File: src/rtl/core/dif_pkg.sv
`default_nettype none

package dif_pkg;

	// fixed field widths
	localparam int ID_W       = 8;
	localparam int ACT_W      = 2;
	localparam int STAT_W     = 2;
	localparam int CNT_OUT_W  = 9;
	localparam int CFG_W      = 9;

	// number of distinct identifiers an 8-bit id can name
	localparam int ID_SPACE     = 1 << ID_W;
	localparam int MAX_VARS_DEF = 256;

	localparam logic [CFG_W-1:0] VAR_COUNT_RST = 9'd256;

	// action codes
	localparam logic [ACT_W-1:0] ACT_PUSH  = 2'd0;
	localparam logic [ACT_W-1:0] ACT_POP   = 2'd1;
	localparam logic [ACT_W-1:0] ACT_CLEAR = 2'd2;

	// status codes
	localparam logic [STAT_W-1:0] ST_DONE      = 2'd0;
	localparam logic [STAT_W-1:0] ST_DUP       = 2'd1;
	localparam logic [STAT_W-1:0] ST_POP_EMPTY = 2'd2;
	localparam logic [STAT_W-1:0] ST_RANGE     = 2'd3;

	// ring control for one cycle, at most one flag set
	typedef struct packed {
		logic push;
		logic pop;
		logic clr;
	} ring_ctl_t;

endpackage

`default_nettype wire

File: src/rtl/core/dif_ring.sv
`default_nettype none

module dif_ring #(
	parameter int DEPTH = dif_pkg::MAX_VARS_DEF,
	parameter int PTR_W = $clog2(DEPTH)
) (
	input  wire logic                    clk,
	input  wire logic                    arst_n,
	input  wire dif_pkg::ring_ctl_t      ctl,
	input  wire logic [dif_pkg::ID_W-1:0] wr_id,
	output logic      [dif_pkg::ID_W-1:0] head_id
);
	import dif_pkg::*;

	logic [ID_W-1:0]  slot_mem [DEPTH];
	logic [PTR_W-1:0] head_q;
	logic [PTR_W-1:0] tail_q;
	logic [PTR_W-1:0] head_inc;
	logic [PTR_W-1:0] tail_inc;
	logic [PTR_W-1:0] rd_addr;
	logic [ID_W-1:0]  rd_q;
	logic             byp_q;
	logic [ID_W-1:0]  byp_id_q;

	assign head_inc = (head_q == PTR_W'(DEPTH - 1)) ? '0 : head_q + PTR_W'(1);
	assign tail_inc = (tail_q == PTR_W'(DEPTH - 1)) ? '0 : tail_q + PTR_W'(1);

	// prefetch the slot that will be at the head after this cycle
	assign rd_addr = ctl.clr ? '0 : (ctl.pop ? head_inc : head_q);

	always_ff @(posedge clk or negedge arst_n) begin
		if (!arst_n) begin
			head_q <= '0;
			tail_q <= '0;
			byp_q  <= 1'b0;
		end else begin
			if (ctl.clr) begin
				head_q <= '0;
				tail_q <= '0;
			end else begin
				if (ctl.push) begin
					tail_q <= tail_inc;
				end
				if (ctl.pop) begin
					head_q <= head_inc;
				end
			end
			// write into the slot being prefetched: old data would be read
			byp_q <= ctl.push && (tail_q == rd_addr);
		end
	end

	always_ff @(posedge clk) begin
		if (ctl.push) begin
			slot_mem[tail_q] <= wr_id;
		end
		rd_q     <= slot_mem[rd_addr];
		byp_id_q <= wr_id;
	end

	assign head_id = byp_q ? byp_id_q : rd_q;

endmodule

`default_nettype wire

File: src/rtl/core/dedup_id_fifo.sv
// dedup_id_fifo: work queue of variable identifiers that holds each id at most once
//
// command channel: an item (action, var_id) is taken at a rising edge with start
// high and busy low. busy is never raised, so one item can be taken every cycle.
// actions: push enqueues var_id unless it is queued already or out of range,
// pop dequeues the oldest id, clear empties the queue and the membership bitmap.
// result channel: done is high for exactly one cycle per item, with status,
// popped_id, queued_count and is_empty valid in that cycle. the receiver cannot
// stall, so results are never held back. results come in item order.
// a taken item is held in the stage 1 input register, and its result in the result
// register. throughput: one item per cycle, set by the single pass through the
// bitmap lookup and the ring update between the stage 1 input register and the
// result register; the head slot is prefetched from the ring memory so a pop also
// fits in that single pass.
// configuration: cfg_we writes var_count; write it only while no item is in flight.
// reset (arst_n low, asynchronous): queue empty, bitmap clear, var_count = 256,
// no result pending. the ring memory itself is not cleared, its contents are only used
// after a push has written the slot.
`default_nettype none

module dedup_id_fifo #(
	parameter int MAX_VARS = dif_pkg::MAX_VARS_DEF
) (
	input  wire logic                        clk,
	input  wire logic                        arst_n,
	// command channel
	input  wire logic                        start,
	output logic                             busy,
	input  wire logic [dif_pkg::ACT_W-1:0]   action,
	input  wire logic [dif_pkg::ID_W-1:0]    var_id,
	// result channel
	output logic                             done,
	output logic      [dif_pkg::STAT_W-1:0]  status,
	output logic      [dif_pkg::ID_W-1:0]    popped_id,
	output logic      [dif_pkg::CNT_OUT_W-1:0] queued_count,
	output logic                             is_empty,
	// configuration
	input  wire logic                        cfg_we,
	input  wire logic [dif_pkg::CFG_W-1:0]   cfg_wdata
);
	import dif_pkg::*;

	// queued ids are distinct and below both MAX_VARS and the id space,
	// so ring and bitmap only need that many entries
	localparam int MEMB_N = (MAX_VARS < ID_SPACE) ? MAX_VARS : ID_SPACE;
	localparam int MEMB_W = $clog2(MEMB_N);
	localparam int CNT_W  = $clog2(MEMB_N + 1);

	// stage 1 input register
	logic              valid_s1;
	logic [ACT_W-1:0]  action_s1;
	logic [ID_W-1:0]   var_id_s1;

	// queue state
	logic [CFG_W-1:0]  var_count_q;
	logic [CNT_W-1:0]  count_q;
	logic [MEMB_N-1:0] member_q;

	// result register
	logic              done_q;
	logic [STAT_W-1:0] status_q;
	logic [ID_W-1:0]   popped_q;
	logic [CNT_W-1:0]  cnt_out_q;

	// single pass logic
	ring_ctl_t         ctl;
	logic [STAT_W-1:0] st_nxt;
	logic [ID_W-1:0]   popped_nxt;
	logic [CNT_W-1:0]  count_nxt;
	logic [ID_W-1:0]   head_id;
	logic [MEMB_W-1:0] id_idx;
	logic [MEMB_W-1:0] pop_idx;
	logic              id_ok;
	logic              is_dup;

	assign busy = 1'b0;

	always_ff @(posedge clk or negedge arst_n) begin
		if (!arst_n) begin
			valid_s1 <= 1'b0;
		end else begin
			valid_s1 <= start && !busy;
		end
	end

	always_ff @(posedge clk) begin
		action_s1 <= action;
		var_id_s1 <= var_id;
	end

	always_ff @(posedge clk or negedge arst_n) begin
		if (!arst_n) begin
			var_count_q <= VAR_COUNT_RST;
		end else if (cfg_we) begin
			var_count_q <= cfg_wdata;
		end
	end

	// range check against the configured count and the built-in limit
	assign id_ok   = ({1'b0, var_id_s1} < var_count_q) && (int'(var_id_s1) < MAX_VARS);
	assign id_idx  = MEMB_W'(var_id_s1);
	assign is_dup  = member_q[id_idx];
	assign pop_idx = MEMB_W'(head_id);

	always_comb begin
		ctl        = '0;
		st_nxt     = ST_DONE;
		popped_nxt = '0;
		if (valid_s1) begin
			case (action_s1)
				ACT_PUSH: begin
					if (!id_ok) begin
						st_nxt = ST_RANGE;
					end else if (is_dup) begin
						st_nxt = ST_DUP;
					end else if (count_q != CNT_W'(MEMB_N)) begin
						ctl.push = 1'b1;
					end
				end
				ACT_POP: begin
					if (count_q == '0) begin
						st_nxt = ST_POP_EMPTY;
					end else begin
						ctl.pop    = 1'b1;
						popped_nxt = head_id;
					end
				end
				ACT_CLEAR: begin
					ctl.clr = 1'b1;
				end
				default: begin
					// unused code: no state change, status done
				end
			endcase
		end
	end

	always_comb begin
		if (ctl.clr) begin
			count_nxt = '0;
		end else if (ctl.push) begin
			count_nxt = count_q + CNT_W'(1);
		end else if (ctl.pop) begin
			count_nxt = count_q - CNT_W'(1);
		end else begin
			count_nxt = count_q;
		end
	end

	always_ff @(posedge clk or negedge arst_n) begin
		if (!arst_n) begin
			count_q  <= '0;
			member_q <= '0;
			done_q   <= 1'b0;
		end else begin
			count_q <= count_nxt;
			done_q  <= valid_s1;
			if (ctl.clr) begin
				member_q <= '0;
			end else begin
				if (ctl.push) begin
					member_q[id_idx] <= 1'b1;
				end
				if (ctl.pop) begin
					member_q[pop_idx] <= 1'b0;
				end
			end
		end
	end

	always_ff @(posedge clk) begin
		status_q  <= st_nxt;
		popped_q  <= popped_nxt;
		cnt_out_q <= count_nxt;
	end

	// ring storage with the head slot prefetched
	dif_ring #(
		.DEPTH (MEMB_N),
		.PTR_W (MEMB_W)
	) u_ring (
		.clk     (clk),
		.arst_n  (arst_n),
		.ctl     (ctl),
		.wr_id   (var_id_s1),
		.head_id (head_id)
	);

	assign done         = done_q;
	assign status       = status_q;
	assign popped_id    = popped_q;
	assign queued_count = CNT_OUT_W'(cnt_out_q);
	assign is_empty     = (cnt_out_q == '0);

endmodule

`default_nettype wire

File: config.mk
export PLATFORM = sky130hd
export DESIGN_NAME = dedup_id_fifo
export DESIGN_NICKNAME = d
export VERILOG_FILES = /design/src/rtl/core/dif_pkg.sv /design/src/rtl/core/dif_ring.sv /design/src/rtl/core/dedup_id_fifo.sv
export SDC_FILE = /design/constraint.sdc
export NUM_CORES = 2
export LEC_CHECK = 0
export ABC_AREA = 1
export ABC_CLOCK_PERIOD_IN_PS = 12100
export BUFFER_PORTS_ARGS = -buffer_cell sky130_fd_sc_hd__buf_2
export CAP_MARGIN = 20
export CORE_MARGIN = 2
export CORE_UTILIZATION = 35
export CTS_CLUSTER_SIZE = 28
export DETAILED_ROUTE_END_ITERATION = 10
export GPL_TIMING_DRIVEN = 1
export PLACE_DENSITY = 0.59
export SYNTH_ARGS = -nofsm -noshare
export SYNTH_HDL_FRONTEND = slang
export SYNTH_SLANG_ARGS = --single-unit
File: constraint.sdc
create_clock -name clk -period 12.1 [get_ports clk]
set_input_delay 1.21 -clock clk [delete_from_list [all_inputs] [get_ports clk]]
set_output_delay 1.21 -clock clk [all_outputs]
set_load 0.05 [all_outputs]
==> run_results.csv <==
group,metric,value,unit
yosys,post_synth.cell_area_avg,9.786,um2
placed_design,dp_hpwl,192.2,mm
global_routing,antenna_found_initial,14,
die,start_util,35.18,%
yosys,synth_cell_types,37,
worst_setup_path,critPathMaxFanout,109,
cts,numCtsBuffers,267,
yosys,netlist_top_cells_count,"nand2_1, edfxtp_1, nand3_1",
placed_design,place.gp.congestion,0.8825,
cts,ctsRootBufferMaster,"clkbuf_16",
routing,drt_iter0_markers,10430,
yosys,yosysWarnings,0,
cts,clockBufferDepth,4,
sta,fin_worst_skew,95.39,ps
global_routing,grt_max_degree,240,
routing,wl,338.1,mm
worst_setup_path,path_class,"register to register",
placed_design,place_area,111600,um2
yosys,synth-seq-cells,2386,
flow_run,drv_cap,0,
cells_and_area,stdcell_area,119900,um2
power,powerDensity,168.9,nW/um2
sta,min_period_over_period,57.44,%
yosys,yosysTopAreaCell,"edfxtp_1",
worst_setup_path,crit_top_cell,"nand3_1",
die,die_y,558.6,um
sta,max_slew.worst_pin.slew,1322,ps
die,io_pins,45,
routing,dr.pass1.iters,7,
worst_setup_path,r2r_cells,18,
worst_setup_path,startpoint,"action_s1[1]",
sta,layout_min_cycle_time,6951,ps
worst_setup_path,crit_cells,18,
worst_setup_path,required,12850,ps
run_status,status,"completed",
hold_path,hold_path.class,"input port to async pin",
die,fp.dieW,558.6,um
cts,clk_pin_slew,60,ps
sta,setup_viol,0,
yosys,ys_seq_area_share,64.77,%
worst_setup_path,reg2reg_from,"action_s1[1]",
cts,cts_hold_buf,0,
yosys,synth_top_area_share,57.12,%
routing,ant_nets,0,
sta,fmax,143.9,MHz
sta,rsz0062_at_grt,"false",
cts,tritoncts,"built",
sta,setup_tns,0,ps
yosys,synthArstFlopShare,12.28,%
cts,cts_resized,0,
worst_setup_path,slowest_delay,1010,ps
worst_setup_path,path_buf_inv,4,
cells_and_area,final_util,39.17,%
die,design.core.area,306100,um2
yosys,syn-instance-count,11000,
cts,cts_post_setup_buffers_inserted,0,
worst_setup_path,end_kind,"register",
yosys,synth_edf_count,2048,
yosys,synth.most_common_cell,"nand2_1",
die,dieArea,312100,um2
routing,num_vias,79170,
placed_design,portBuffers,43,
cts,cts_num_sinks,2386,
worst_setup_path,cp_data_arrival_time,7700,ps
cells_and_area,final_nets,10780,
worst_setup_path,slowest_stage,"inv_8",
routing,drc_errors,0,
power,ir_drop,0.1309,mV
cts,insertion_delay,920,ps
yosys,synth_ff_type,"edfxtp_1",
cells_and_area,final_layout_size_suffix_gt1_share,5.834,%
global_routing,grt_util_all_layers,21.11,%
global_routing,grt_pass1_vias,73410,
routing,wire_per_inst,22.48,um
cts,h-tree-depth,5,
sta,relSlewSlack,11.85,%
global_routing,gr-total-overflow,0,
worst_setup_path,crit_path_start_kind,"register",
cells_and_area,syn2layout_area_growth,11.36,%
worst_setup_path,path_cells,"inv_1 -> nand2_1 -> nor2_1 -> nand2_2 -> nand2_4 -> nand3_4 -> inv_8 -> buf_4 -> buf_4 -> nand2_1 -> nand3_1 -> nand3_1 -> nand3_1 -> nand3_1 -> nand3_1 -> nand3_1 -> nand3_1 -> nand2_1",
die,rows,203,
worst_setup_path,crit_family,"simple AND/OR/NAND/NOR gates",
yosys,synth.area.top_cells,"edfxtp_1, nand3_1, nand2_1, dfrtp_1, inv_1",
yosys,syn_nets,11040,
yosys,syn_area,107700,um2
global_routing,grt_pass1_wl,496.9,mm
routing,viasPerCell,5.265,
power,leakage,48.88,nW
sta,timing.final.hold_violations,0,
sta,drv_slew,0,
cell type report:
class                   instances  area (um2)
diodes                          1       2.502
well taps                    4100        5130
fillers                     29770      186200
multi-input cells            6154       28550
flip-flops and latches       2386       69760
clock buffers                 346        7278
clock inverters               113       955.9
inverters                    1736        6551
repair buffers                200        1658
routing by layer:
layer	GRT usage, %	wire length, um
met5	0	69
met4	7.899	12680
met3	3.689	32310
met2	32.03	150000
met1	30.12	143000
placed cells by master, fill, tap and decap left out, types with 42 or more instances in the layout:
| cell | Yosys | layout |
|---|---|---|
| nand4_1 | 353 | 353 |
| inv_1 | 1725 | 1723 |
| o21ai_0 | 422 | 419 |
| a21oi_1 | 266 | 266 |
| clkbuf_16 | 0 | 275 |
| dfrtp_1 | 292 | 292 |
| buf_2 | 206 | 42 |
| edfxtp_1 | 2048 | 2048 |
| buf_4 | 3 | 137 |
| o211ai_1 | 66 | 66 |
| clkinv_1 | 3 | 53 |
| nor2_1 | 937 | 929 |
| nand3_1 | 1790 | 1785 |
| clkbuf_1 | 450 | 58 |
| nand2_1 | 2057 | 2054 |
| a22oi_1 | 128 | 128 |
stage by stage:
| step | std cells | power [W] | hold slack, ps | setup WS (ps) |
|---|---|---|---|---|
| 3_3_place_gp | 14570 | 0.01254 | 387.2 | 5495 |
| 2_1_floorplan | 11000 | 0.01130 | 374.6 | 5475 |
| 6_report | 15040 | 0.02025 | 277.1 | 5149 |
| 4_1_cts | 15030 | 0.02029 | 300.9 | 5397 |
| 5_1_grt | 15040 | 0.02089 | 332.0 | 4822 |
| 3_5_place_dp | 14570 | 0.01255 | 413.3 | 5502 |
cells by family after synthesis:
group,after synthesis,synth area share [%]
fa+ha+maj,15,0.1743
xor+xnor,26,0.2115
simple gates,5223,21.40
other cells,1,0.003483
flops,2386,64.77
buf+inv,2462,8.834
compound gates,889,4.606
state kept, by name (all words and copies together) (netlist names), 9 cells and up:
register         cells
u_ring.slot_mem   2048
member_q           256
count_q              9
queued_count         9
var_count_q          9
path summary, 6_finish.rpt:
| kind | endpoint | slack [ps] |
|---|---|---|
| hold / removal | var_count_q[6] | 280 |
| setup reg to reg | u_ring.rd_q[2] | 5150 |
| hold reg to reg | done | 430 |
| setup / recovery | u_ring.rd_q[2] | 5150 |
| max in group asynchronous | member_q[34] | 9410 |
| min in group clk | action_s1[0] | 400 |
power by group:
| group | total (W) | switching, W | internal [W] |
|---|---|---|---|
| logic | 0.00337 | 0.00258 | 0.000796 |
| registers | 0.00905 | 0.0000692 | 0.00898 |
| clock network | 0.00782 | 0.00339 | 0.00443 |
Power figures use the tool's default switching activity.
